File: src/rtl/capdu_pkg.sv
`default_nettype none

package capdu_pkg;

	localparam int unsigned HDR_BYTES  = 7;
	localparam int unsigned CNT_W      = 17;
	localparam int unsigned LC_W       = 16;
	localparam int unsigned LE_W       = 17;
	localparam int unsigned OFF_W      = 3;
	localparam int unsigned TDATA_W    = 88;

	localparam logic [CNT_W-1:0] COUNT_MAX    = '1;
	localparam logic [CNT_W-1:0] MIN_FRAME    = 17'd4;
	localparam logic [CNT_W-1:0] LEN_LE_ONLY  = 17'd5;
	localparam logic [CNT_W-1:0] LEN_EXT_LE   = 17'd7;
	localparam logic [CNT_W-1:0] LEN_EXT_MIN  = 17'd8;
	localparam logic [CNT_W-1:0] SHORT_NO_LE  = 17'd5;
	localparam logic [CNT_W-1:0] SHORT_WITH_LE = 17'd6;
	localparam logic [CNT_W-1:0] EXT_NO_LE    = 17'd7;
	localparam logic [CNT_W-1:0] EXT_WITH_LE  = 17'd9;
	localparam logic [LE_W-1:0]  SHORT_LE_MAX = 17'd256;
	localparam logic [LE_W-1:0]  EXT_LE_MAX   = 17'd65536;

	localparam logic [OFF_W-1:0] OFF_NONE  = 3'd0;
	localparam logic [OFF_W-1:0] OFF_SHORT = 3'd5;
	localparam logic [OFF_W-1:0] OFF_EXT   = 3'd7;

	localparam logic STATUS_OK  = 1'b0;
	localparam logic STATUS_ERR = 1'b1;

	// Frame snapshot handed from the byte tracker to the decoder
	typedef struct packed {
		logic [HDR_BYTES-1:0][7:0] hdr;
		logic [7:0]                prev_byte;
		logic [7:0]                last_byte;
		logic [CNT_W-1:0]          frame_len;
	} frame_snap_t;

	// Decoded descriptor
	typedef struct packed {
		logic             status;
		logic [7:0]       class_byte;
		logic [7:0]       instruction_byte;
		logic [7:0]       param_one;
		logic [7:0]       param_two;
		logic             extended_flag;
		logic [LC_W-1:0]  command_data_length;
		logic [LE_W-1:0]  expected_length;
		logic [OFF_W-1:0] data_offset;
		logic [CNT_W-1:0] frame_length;
	} apdu_desc_t;

endpackage

`default_nettype wire

File: src/rtl/capdu_frame_track.sv
`default_nettype none

module capdu_frame_track import capdu_pkg::*; (
	input  wire logic        clk,
	input  wire logic        arst_n,
	input  wire logic        in_valid,
	output logic             in_ready,
	input  wire logic [7:0]  data_byte,
	input  wire logic        byte_last,
	output logic             snap_valid,
	input  wire logic        snap_ready,
	output frame_snap_t      snap
);

	logic [CNT_W-1:0]          count_q;
	logic [7:0]                cur_q;
	logic [HDR_BYTES-1:0][7:0] hdr_q;
	logic                      snap_valid_s1;
	frame_snap_t               snap_s1;

	logic             acc;
	logic [CNT_W-1:0] count_inc;
	frame_snap_t      snap_d;

	assign in_ready  = !snap_valid_s1 || snap_ready;
	assign acc       = in_valid && in_ready;
	assign count_inc = (count_q == COUNT_MAX) ? COUNT_MAX : count_q + 1'b1;

	// Snapshot sees the incoming byte in its header slot
	always_comb begin
		for (int i = 0; i < HDR_BYTES; i++) begin
			snap_d.hdr[i] = (count_q == CNT_W'(i)) ? data_byte : hdr_q[i];
		end
		snap_d.prev_byte = cur_q;
		snap_d.last_byte = data_byte;
		snap_d.frame_len = count_inc;
	end

	always_ff @(posedge clk or negedge arst_n) begin
		if (!arst_n) begin
			count_q       <= '0;
			cur_q         <= '0;
			snap_valid_s1 <= 1'b0;
		end else begin
			if (acc && byte_last) begin
				snap_valid_s1 <= 1'b1;
			end else if (snap_ready) begin
				snap_valid_s1 <= 1'b0;
			end
			if (acc) begin
				if (byte_last) begin
					count_q <= '0;
					cur_q   <= '0;
				end else begin
					count_q <= count_inc;
					cur_q   <= data_byte;
				end
			end
		end
	end

	always_ff @(posedge clk) begin
		if (acc && count_q < CNT_W'(HDR_BYTES)) hdr_q[count_q[2:0]] <= data_byte;
		if (acc && byte_last) snap_s1 <= snap_d;
	end

	assign snap_valid = snap_valid_s1;
	assign snap       = snap_s1;

endmodule

`default_nettype wire

File: src/rtl/capdu_decode.sv
`default_nettype none

module capdu_decode import capdu_pkg::*; (
	input  wire logic        clk,
	input  wire logic        arst_n,
	input  wire logic        snap_valid,
	output logic             snap_ready,
	input  frame_snap_t      snap,
	output logic             out_valid,
	input  wire logic        out_ready,
	output apdu_desc_t       out_desc
);

	logic       out_valid_s2;
	apdu_desc_t out_desc_s2;
	apdu_desc_t desc_d;

	logic [7:0]       b4;
	logic [15:0]      hdr_word;
	logic [15:0]      tail_word;
	logic [CNT_W-1:0] n;
	logic             err;
	logic             ext;
	logic [LC_W-1:0]  lc;
	logic [LE_W-1:0]  le;
	logic [OFF_W-1:0] off;

	assign b4        = snap.hdr[4];
	assign hdr_word  = {snap.hdr[5], snap.hdr[6]};
	assign tail_word = {snap.prev_byte, snap.last_byte};
	assign n         = snap.frame_len;

	// Pick the layout from length and byte 4
	always_comb begin
		err = 1'b0;
		ext = 1'b0;
		lc  = '0;
		le  = '0;
		off = OFF_NONE;
		if (n < MIN_FRAME) begin
			err = 1'b1;
		end else if (n == MIN_FRAME) begin
			err = 1'b0;
		end else if (n == LEN_LE_ONLY) begin
			le = (b4 != 8'h00) ? LE_W'(b4) : SHORT_LE_MAX;
		end else if (b4 != 8'h00) begin
			lc  = LC_W'(b4);
			off = OFF_SHORT;
			if (n == CNT_W'(b4) + SHORT_WITH_LE) begin
				le = (snap.last_byte != 8'h00) ? LE_W'(snap.last_byte) : SHORT_LE_MAX;
			end else if (n != CNT_W'(b4) + SHORT_NO_LE) begin
				err = 1'b1;
			end
		end else if (n == LEN_EXT_LE) begin
			ext = 1'b1;
			le  = (hdr_word != 16'h0000) ? LE_W'(hdr_word) : EXT_LE_MAX;
		end else if (n >= LEN_EXT_MIN) begin
			ext = 1'b1;
			lc  = hdr_word;
			off = OFF_EXT;
			if (n == CNT_W'(hdr_word) + EXT_WITH_LE) begin
				le = (tail_word != 16'h0000) ? LE_W'(tail_word) : EXT_LE_MAX;
			end else if (n != CNT_W'(hdr_word) + EXT_NO_LE) begin
				err = 1'b1;
			end
		end else begin
			err = 1'b1;
		end

		desc_d = '0;
		desc_d.frame_length = n;
		if (err) begin
			desc_d.status = STATUS_ERR;
		end else begin
			desc_d.status              = STATUS_OK;
			desc_d.class_byte          = snap.hdr[0];
			desc_d.instruction_byte    = snap.hdr[1];
			desc_d.param_one           = snap.hdr[2];
			desc_d.param_two           = snap.hdr[3];
			desc_d.extended_flag       = ext;
			desc_d.command_data_length = lc;
			desc_d.expected_length     = le;
			desc_d.data_offset         = off;
		end
	end

	assign snap_ready = !out_valid_s2 || out_ready;

	always_ff @(posedge clk or negedge arst_n) begin
		if (!arst_n) begin
			out_valid_s2 <= 1'b0;
		end else if (snap_ready) begin
			out_valid_s2 <= snap_valid;
		end
	end

	always_ff @(posedge clk) begin
		if (snap_ready && snap_valid) out_desc_s2 <= desc_d;
	end

	assign out_valid = out_valid_s2;
	assign out_desc  = out_desc_s2;

endmodule

`default_nettype wire

File: src/rtl/command_apdu_header_parser.sv
`default_nettype none

// Command APDU header parser. Bytes of one command APDU stream in on the s_
// side, one item per byte, with s_tlast on the final byte. The block keeps the
// first seven bytes, the last two bytes and a byte count that saturates at
// 131071; when the flagged byte is taken it emits one descriptor on the m_
// side, and nothing for any other byte. The descriptor carries CLA, INS, P1,
// P2, the extended-length flag, Lc, Le (an encoded zero Le reads as 256 short
// or 65536 extended, 0 when no Le is present), the data offset (5 short, 7
// extended, 0 none) and the frame length. A frame under four bytes, or one
// whose length fits neither the short nor the extended layout, gives status
// 1 in m_tuser with every descriptor field zero but the frame length. One byte
// is taken every cycle unless a snapshot is held stalled; the descriptor
// passes through the snapshot register and then the output register, and a
// stalled output holds only the snapshot stage, so bytes of the next frame
// keep flowing until a second descriptor is waiting. No clearing pass follows reset.
module command_apdu_header_parser import capdu_pkg::*; (
	input  wire logic                clk,
	input  wire logic                arst_n,
	input  wire logic                s_tvalid,
	output logic                     s_tready,
	input  wire logic [7:0]          s_tdata,   // [7:0] data_byte
	input  wire logic                s_tlast,   // byte_last
	output logic                     m_tvalid,
	input  wire logic                m_tready,
	// [7:0] class_byte, [15:8] instruction_byte, [23:16] param_one,
	// [31:24] param_two, [32] extended_flag, [48:33] command_data_length,
	// [65:49] expected_length, [68:66] data_offset, [85:69] frame_length,
	// [87:86] zero
	output logic [TDATA_W-1:0]       m_tdata,
	output logic                     m_tuser    // [0] status
);

	logic        snap_valid;
	logic        snap_ready;
	frame_snap_t snap;
	apdu_desc_t  desc;

	// Track the frame and freeze it on the flagged byte
	capdu_frame_track u_track (
		.clk        (clk),
		.arst_n     (arst_n),
		.in_valid   (s_tvalid),
		.in_ready   (s_tready),
		.data_byte  (s_tdata),
		.byte_last  (s_tlast),
		.snap_valid (snap_valid),
		.snap_ready (snap_ready),
		.snap       (snap)
	);

	// Classify the layout and hold the descriptor until taken
	capdu_decode u_decode (
		.clk        (clk),
		.arst_n     (arst_n),
		.snap_valid (snap_valid),
		.snap_ready (snap_ready),
		.snap       (snap),
		.out_valid  (m_tvalid),
		.out_ready  (m_tready),
		.out_desc   (desc)
	);

	// Pack the descriptor, first field lowest
	assign m_tdata = {2'b00,
		desc.frame_length,
		desc.data_offset,
		desc.expected_length,
		desc.command_data_length,
		desc.extended_flag,
		desc.param_two,
		desc.param_one,
		desc.instruction_byte,
		desc.class_byte};
	assign m_tuser = desc.status;

endmodule

`default_nettype wire

File: config.mk
export PLATFORM = sky130hd
export DESIGN_NAME = command_apdu_header_parser
export DESIGN_NICKNAME = d
export VERILOG_FILES = /design/src/rtl/capdu_pkg.sv /design/src/rtl/capdu_frame_track.sv /design/src/rtl/capdu_decode.sv /design/src/rtl/command_apdu_header_parser.sv
export SDC_FILE = /design/constraint.sdc
export NUM_CORES = 1
export LEC_CHECK = 0
export BUFFER_PORTS_ARGS = -buffer_cell sky130_fd_sc_hd__buf_2
export CORE_UTILIZATION = 35
export CTS_CLUSTER_DIAMETER = 60
export DETAILED_ROUTE_END_ITERATION = 16
export GPL_TIMING_DRIVEN = 0
export PLACE_DENSITY = 0.59
export SLEW_MARGIN = 0
export SYNTH_ARGS = -nofsm -noshare
export SYNTH_HDL_FRONTEND = slang
export SYNTH_HIERARCHICAL = 1
export SYNTH_SLANG_ARGS = --single-unit
File: constraint.sdc
create_clock -name clk -period 4.2 [get_ports clk]
set_input_delay 0.21 -clock clk [delete_from_list [all_inputs] [get_ports clk]]
set_output_delay 0.21 -clock clk [all_outputs]
set_load 0.05 [all_outputs]
==> results.json, run 1 <==
{
  "cp-start-kind": "flip-flop",
  "final.fill_count": 3284,
  "avgSynthCellArea_um2": 13.0,
  "crit_arrival_ps": 4410,
  "htreeDepth": 1,
  "grt_pass1_wl_um": 46100,
  "maxCapViolCount": 0,
  "cts_tree": "yes",
  "grt_pass1_vias": 7857,
  "drtIter0Drc": 656,
  "drive_above_1_share_pct": 23.3,
  "path_clk_slew_ps": 60,
  "top_usage_layer": "met2",
  "rows": 68,
  "avgViaCountPerCell": 5.31,
  "p_clk_share_pct": 37.5,
  "setup_viol": 0,
  "tns_ps": 0,
  "place_area_mm2": 0.0134,
  "ys_seq_area_share_pct": 61.8,
  "grt.overflow.total": 0,
  "syn_area_mm2": 0.0123,
  "finalCritPeriodShare_pct": 95.4,
  "synthFlopType": "edfxtp_1",
  "hold_viol_final": 0,
  "slew-limit-headroom_pct": 17.5,
  "numCtsBuffers": 28,
  "maxSlewViolCount": 0,
  "initial_utilization_pct": 35.6,
  "cts-root-buf": "clkbuf_16",
  "clk_latency_ps": 550,
  "vias": 8291,
  "p_leak_nw": 5.03,
  "io_buffers": 101,
  "met1_usage_pct": 22.8,
  "diodes": 0,
  "grt_setup_unrepaired": "false",
  "netlist-cell-type-count": 85,
  "worstSetupEndpointType": "flip-flop",
  "area_growth_pct": 16.4,
  "first_pass_iters": 5,
  "fin_area_mm2": 0.0143,
  "seqPwrFrac_pct": 50.5,
  "fmax_ghz": 0.249,
  "crit_path_max_fanout": 10,
  "grtUsageMet3_pct": 2.35,
  "coreArea_mm2": 0.0345,
  "vdd_drop_max_mv": 0.298,
  "sw_frac_of_total_pct": 26.0,
  "postCtsSetupBuffers": 0,
  "crit_required_ps": 4600,
  "p_switching_mw": 1.55,
  "tightest_slew_ps": 1230,
  "ys_top_cells_by_area": "edfxtp_1 56%, dfrtp_1 5.5%, mux2_2 4.3%",
  "dieArea_mm2": 0.0359,
  "ys_async_sr_fraction_pct": 10.5,
  "globalplace.congestion": 0.908,
  "intPower_mw": 4.43,
  "fin_crit_ps": 4010,
  "synth_top_cell_area_share_pct": 56.4,
  "fin_skew_ps": 12.8,
  "syn_inst": 948,
  "dp.cells": 1507,
  "min_path_type": "input pin to flip-flop",
  "utilization_pct": 41.5,
  "met2_usage_pct": 27.7,
  "synth_edf_count": 231,
  "wl_per_cell_um": 19.6,
  "p_per_area_mw_per_mm2": 418,
  "clk_path_buf_depth": 3,
  "ant_nets": 0,
  "yosys.area.top_type": "edfxtp_1",
  "grt_max_degree": 64,
  "drc": 0,
  "yosysWarnings": 6,
  "cts_sinks": 258,
  "fp.dieW_um": 190,
  "wirelength_um": 30500,
  "power_frac_comb_pct": 11.9,
  "die_h_um": 190,
  "grt_antenna_before_repair": 0,
  "stdcell_count": 1560,
  "grt_usage_pct": 16.8,
  "nNetsFinal": 1109,
  "place_hpwl_um": 20600,
  "status": "finished, final reports clean",
  "ys_ff_latch": 258,
  "ios": 104,
  "timing.final.ws_setup_ps": 192,
  "worstSetupPathType": "flip-flop to flip-flop",
  "dp_slack_ps": 216
}
## worst max-delay path, cell delays in order, from the launching register on
cell,delay [ps]
edfxtp_1,310
buf_2,240
inv_1,140
ha_1,290
or4_1,600
a2111oi_0,490
nor4bb_2,530
a311oi_1,140
o21a_1,180
a211oi_4,560
buf_6,210
and2_1,150
## layer usage
metal  vias to the layer above  routed length (µm)
met5                         -                   0
met4                         0                 683
met3                        56                1690
met2                       298               14500
met1                      4040               13700
li1                       3897                   -
## cell families after synthesis
logic type	Yosys count	share of synthesized area [%]
xor+xnor	52	3.82
flops	258	61.8
other cells	1	0.0305
compound gates	140	8.24
mux	60	5.63
fa+ha+maj	11	1.12
buf+inv	80	3.09
simple gates	346	16.2
## through the flow
stage | power, mW | hold slack, ps
2_1_floorplan | 3.58 | -85.6
3_3_place_gp | 3.78 | 290
3_5_place_dp | 3.79 | 316
4_1_cts | 6.06 | 70.0
5_1_grt | 6.21 | 103
6_report | 5.98 | 107
## area by class of cell
class                      count  area (µm²)  share of cell area (%)
buffer                        65         328                    2.29
clock buffer                  38         748                    5.22
clock inverter                12        90.1                   0.629
inverter                      15        56.3                   0.393
multi-input combinational    611        4330                    30.2
sequential                   258        7610                    53.1
tap                          455         569                    3.97
timing repair buffer         106         591                    4.12
## worst paths after layout
path	end	cells past startpoint	slack, ps	start
max	u_decode/out_desc[61]	11	190	u_track/snap[67]
min	u_track/count_q[13]	4	110	s_tvalid
max reg2reg	u_decode/out_desc[61]	11	190	u_track/snap[67]
min reg2reg	u_track/snap[29]	0	450	u_track/cur_q[4]
max in group asynchronous	u_track/count_q[14]	2	3470	arst_n
min in group asynchronous	u_track/snap_valid	2	250	arst_n
## cell usage in the layout (no fill, tap or decap), drive strengths merged, types with 5 or more instances in the layout
cell / instances
edfxtp: 231
buf: 134
nand2: 74
clkbuf: 72
mux2: 56
nor2: 47
and2: 47
nor3: 36
nor4: 31
a21oi: 29
xnor2: 27
dfrtp: 27
o21ai: 26
xor2: 24
nand3: 21
inv: 19
nand4: 16
or4: 12
ha: 11
a31oi: 9
nand3b: 8
nor4b: 8
nand2b: 7
clkinv: 7
and3: 6
and4: 6
or3: 6
a311oi: 6
a211oi: 6
a41oi: 5
o21a: 5
a22oi: 5
a222oi: 5
## cells in the mapped netlist, types with 4 or more instances
master / instances
edfxtp_1: 231
nand2_1: 70
and2_1: 47
mux2_2: 47
nor2_1: 47
nor3_1: 35
clkbuf_1: 34
a21oi_1: 28
dfrtp_1: 27
nor4_1: 27
xnor2_1: 27
xor2_1: 24
o21ai_0: 22
nand3_1: 21
buf_2: 19
inv_1: 15
nand4_1: 15
ha_1: 11
a31oi_1: 9
nand3b_1: 8
or4_1: 8
nand2b_1: 7
nor4b_1: 7
a311oi_1: 6
and3_1: 6
and4_1: 6
mux2_4: 6
or3_1: 6
a211oi_1: 5
a222oi_1: 5
a22oi_1: 5
a41oi_1: 5
buf_4: 5
buf_6: 5
o21a_1: 5
a21o_1: 4
a31o_2: 4
mux2i_1: 4
nand2_4: 4
nor3b_1: 4
or4_4: 4
## power by group through the flow
| stage | Clock, mW | Combinational (mW) | Sequential [mW] |
|---|---|---|---|
| 6_report | 2.24 | 0.715 | 3.02 |
| 3_3_place_gp | 0 | 0.694 | 3.09 |
| 2_1_floorplan | 0 | 0.341 | 3.24 |
| 3_5_place_dp | 0 | 0.714 | 3.08 |
| 4_1_cts | 2.31 | 0.718 | 3.03 |
| 5_1_grt | 2.41 | 0.764 | 3.04 |
## flip-flops by register name, indices dropped and copies added (netlist names)
name and cells:
u_track/hdr_q 56, u_decode/out_desc 86, u_track/snap_valid 1, u_track/snap 89
u_track/count_q 17, u_track/cur_q 8, u_decode/out_valid 1
## timing repair
action | in CTS | in global routing
endpoints found under the hold margin | 29 | 0
resized for setup | 0 | 1
setup endpoints to repair | 0 | 19
hold buffers | 3 | 0
No activity file was read; power rests on OpenSTA's default activity.
==> inputs of run 2 (changes only) <==
--- a/config.mk
+++ b/config.mk
@@ -6,6 +6,7 @@
 export NUM_CORES = 1
 export LEC_CHECK = 0
 export BUFFER_PORTS_ARGS = -buffer_cell sky130_fd_sc_hd__buf_2
+export CORE_MARGIN = 5
 export CORE_UTILIZATION = 35
 export CTS_CLUSTER_DIAMETER = 60
 export DETAILED_ROUTE_END_ITERATION = 16
==> results.json, run 2 (same netlist as run 1, synthesis figures left out) <==
{
  "setup_viol": 0,
  "place_hpwl_um": 21200,
  "clk_path_buf_depth": 3,
  "worstSetupPathType": "flip-flop to flip-flop",
  "grt_pass1_wl_um": 48100,
  "crit_family": "simple AND/OR/NAND/NOR gates",
  "drc": 0,
  "critical_path.cell_chain": "nor4_1 -> nand4_1 -> nor2b_1 -> and2_1 -> clkbuf_1 -> nor3b_1 -> a32o_1 -> a21oi_1 -> nor3_1",
  "slew-limit-headroom_pct": 12.0,
  "crit_required_ps": 4580,
  "utilization_pct": 41.6,
  "area_growth_pct": 17.1,
  "worstSetupEndpointType": "flip-flop",
  "fp.dieW_um": 198,
  "p_per_area_mw_per_mm2": 429,
  "first_pass_iters": 7,
  "wl_per_cell_um": 20.0,
  "drtIter0Drc": 720,
  "grt.overflow.total": 0,
  "max_stage_delay_ps": 700,
  "initial_utilization_pct": 35.5,
  "die_h_um": 198,
  "avgViaCountPerCell": 5.32,
  "fin_crit_ps": 3970,
  "final_common_cell": "edfxtp_1",
  "drive_above_1_share_pct": 23.4,
  "status": "finished, final reports clean",
  "cts_sinks": 258,
  "grt_max_degree": 69,
  "io_buffers": 101,
  "intPower_mw": 4.62,
  "vias": 8302,
  "cts_tree": "yes",
  "min_path_type": "input pin to flip-flop",
  "coreArea_mm2": 0.0346,
  "maxCapViolCount": 0,
  "globalplace.congestion": 0.875,
  "grt_setup_unrepaired": "false",
  "diodes": 0,
  "numCtsBuffers": 28,
  "dieArea_mm2": 0.0390,
  "cts-root-buf": "clkbuf_16",
  "finalCritPeriodShare_pct": 94.6,
  "maxSlewViolCount": 0,
  "fmax_ghz": 0.252,
  "cp-start-kind": "flip-flop",
  "grt_antenna_before_repair": 1,
  "grt_usage_pct": 15.7,
  "rows": 68,
  "tns_ps": 0,
  "fin_skew_ps": 12.9,
  "final.fill_count": 3233,
  "grt_pass1_vias": 8229,
  "crit_path_max_fanout": 7,
  "seqPwrFrac_pct": 49.0,
  "p_clk_share_pct": 39.5,
  "sw_frac_of_total_pct": 25.2,
  "seqCellArea_mm2": 0.00761,
  "wirelength_um": 31200,
  "slowest_stage": "nor4_1",
  "nNetsFinal": 1109,
  "p_leak_nw": 5.06,
  "tightest_slew_ps": 1310,
  "htreeDepth": 1,
  "power_frac_comb_pct": 11.5,
  "path_clk_slew_ps": 60,
  "largest_register_ffs": 89,
  "multi_input_area_mm2": 0.00433,
  "path_buf_inv": 1,
  "p_switching_mw": 1.56,
  "hold_viol_final": 0,
  "ios": 104,
  "final_cell_mix": "231 x edfxtp_1, 120 x buf_2, 70 x nand2_1",
  "postCtsSetupBuffers": 0,
  "vdd_drop_max_mv": 0.268,
  "clk_latency_ps": 550,
  "crit_arrival_ps": 4350,
  "ant_nets": 0
}
[run 2: cell count changes in the layout (fill, tap and decap cells not counted), sizes merged]
cell | previous run | this run
clkinv | 7 | 12
bufinv | 0 | 3
clkinvlp | 1 | 2
clkbuf | 72 | 67
inv | 19 | 16
[run 2: through the flow]
stage / total power, mW / cell area (µm²) / std cells / hold WS, ps / setup slack (ps)
2_1_floorplan: 3.58 / 12300 / 949 / -85.6 / 857
3_3_place_gp: 3.79 / 13400 / 1505 / 295 / 217
3_5_place_dp: 3.80 / 13400 / 1507 / 302 / 200
4_1_cts: 6.26 / 14400 / 1561 / 135 / 163
5_1_grt: 6.42 / 14400 / 1561 / 137 / 10.6
6_report: 6.18 / 14400 / 1561 / 145 / 227
[run 2: final cells by class]
class                      count  share of cell area [%]
inverter                      15                   0.391
sequential                   258                    52.8
multi-input combinational    611                    30.0
timing repair buffer         106                    4.10
clock buffer                  33                    5.14
tap                          455                    3.95
clock inverter                18                    1.29
buffer                        65                    2.27
[run 2: final timing paths]
path / start / to / slack (ps) / cells past startpoint
setup / recovery: u_track/snap[9] / u_decode/out_desc[20] / 230 / 9
hold / removal: s_tdata[1] / u_track/hdr_q[1] / 140 / 1
setup reg to reg: u_track/snap[9] / u_decode/out_desc[20] / 230 / 9
hold reg to reg: u_track/cur_q[6] / u_track/snap[31] / 440 / 0
max in group asynchronous: arst_n / u_track/count_q[12] / 3470 / 2
min in group asynchronous: arst_n / u_track/cur_q[5] / 260 / 2
[run 2: power groups by stage]
stage / sequential, mW / combinational (mW) / clock, mW
2_1_floorplan: 3.24 / 0.341 / 0
3_3_place_gp: 3.09 / 0.698 / 0
3_5_place_dp: 3.08 / 0.716 / 0
4_1_cts: 3.03 / 0.720 / 2.51
5_1_grt: 3.04 / 0.764 / 2.61
6_report: 3.03 / 0.712 / 2.44
[run 2: per-layer routing]
metal / GRT usage, % / share of wire [%]
met1: 20.9 / 44
met2: 25.9 / 47
met3: 2.27 / 5.3
met4: 6.15 / 3.7
met5: 0 / 0
[run 2: what timing repair did]
action	CTS	global route
hold buffers	3	0
gates resized for setup	0	1
hold endpoints to repair	31	0
setup endpoints to repair	0	31
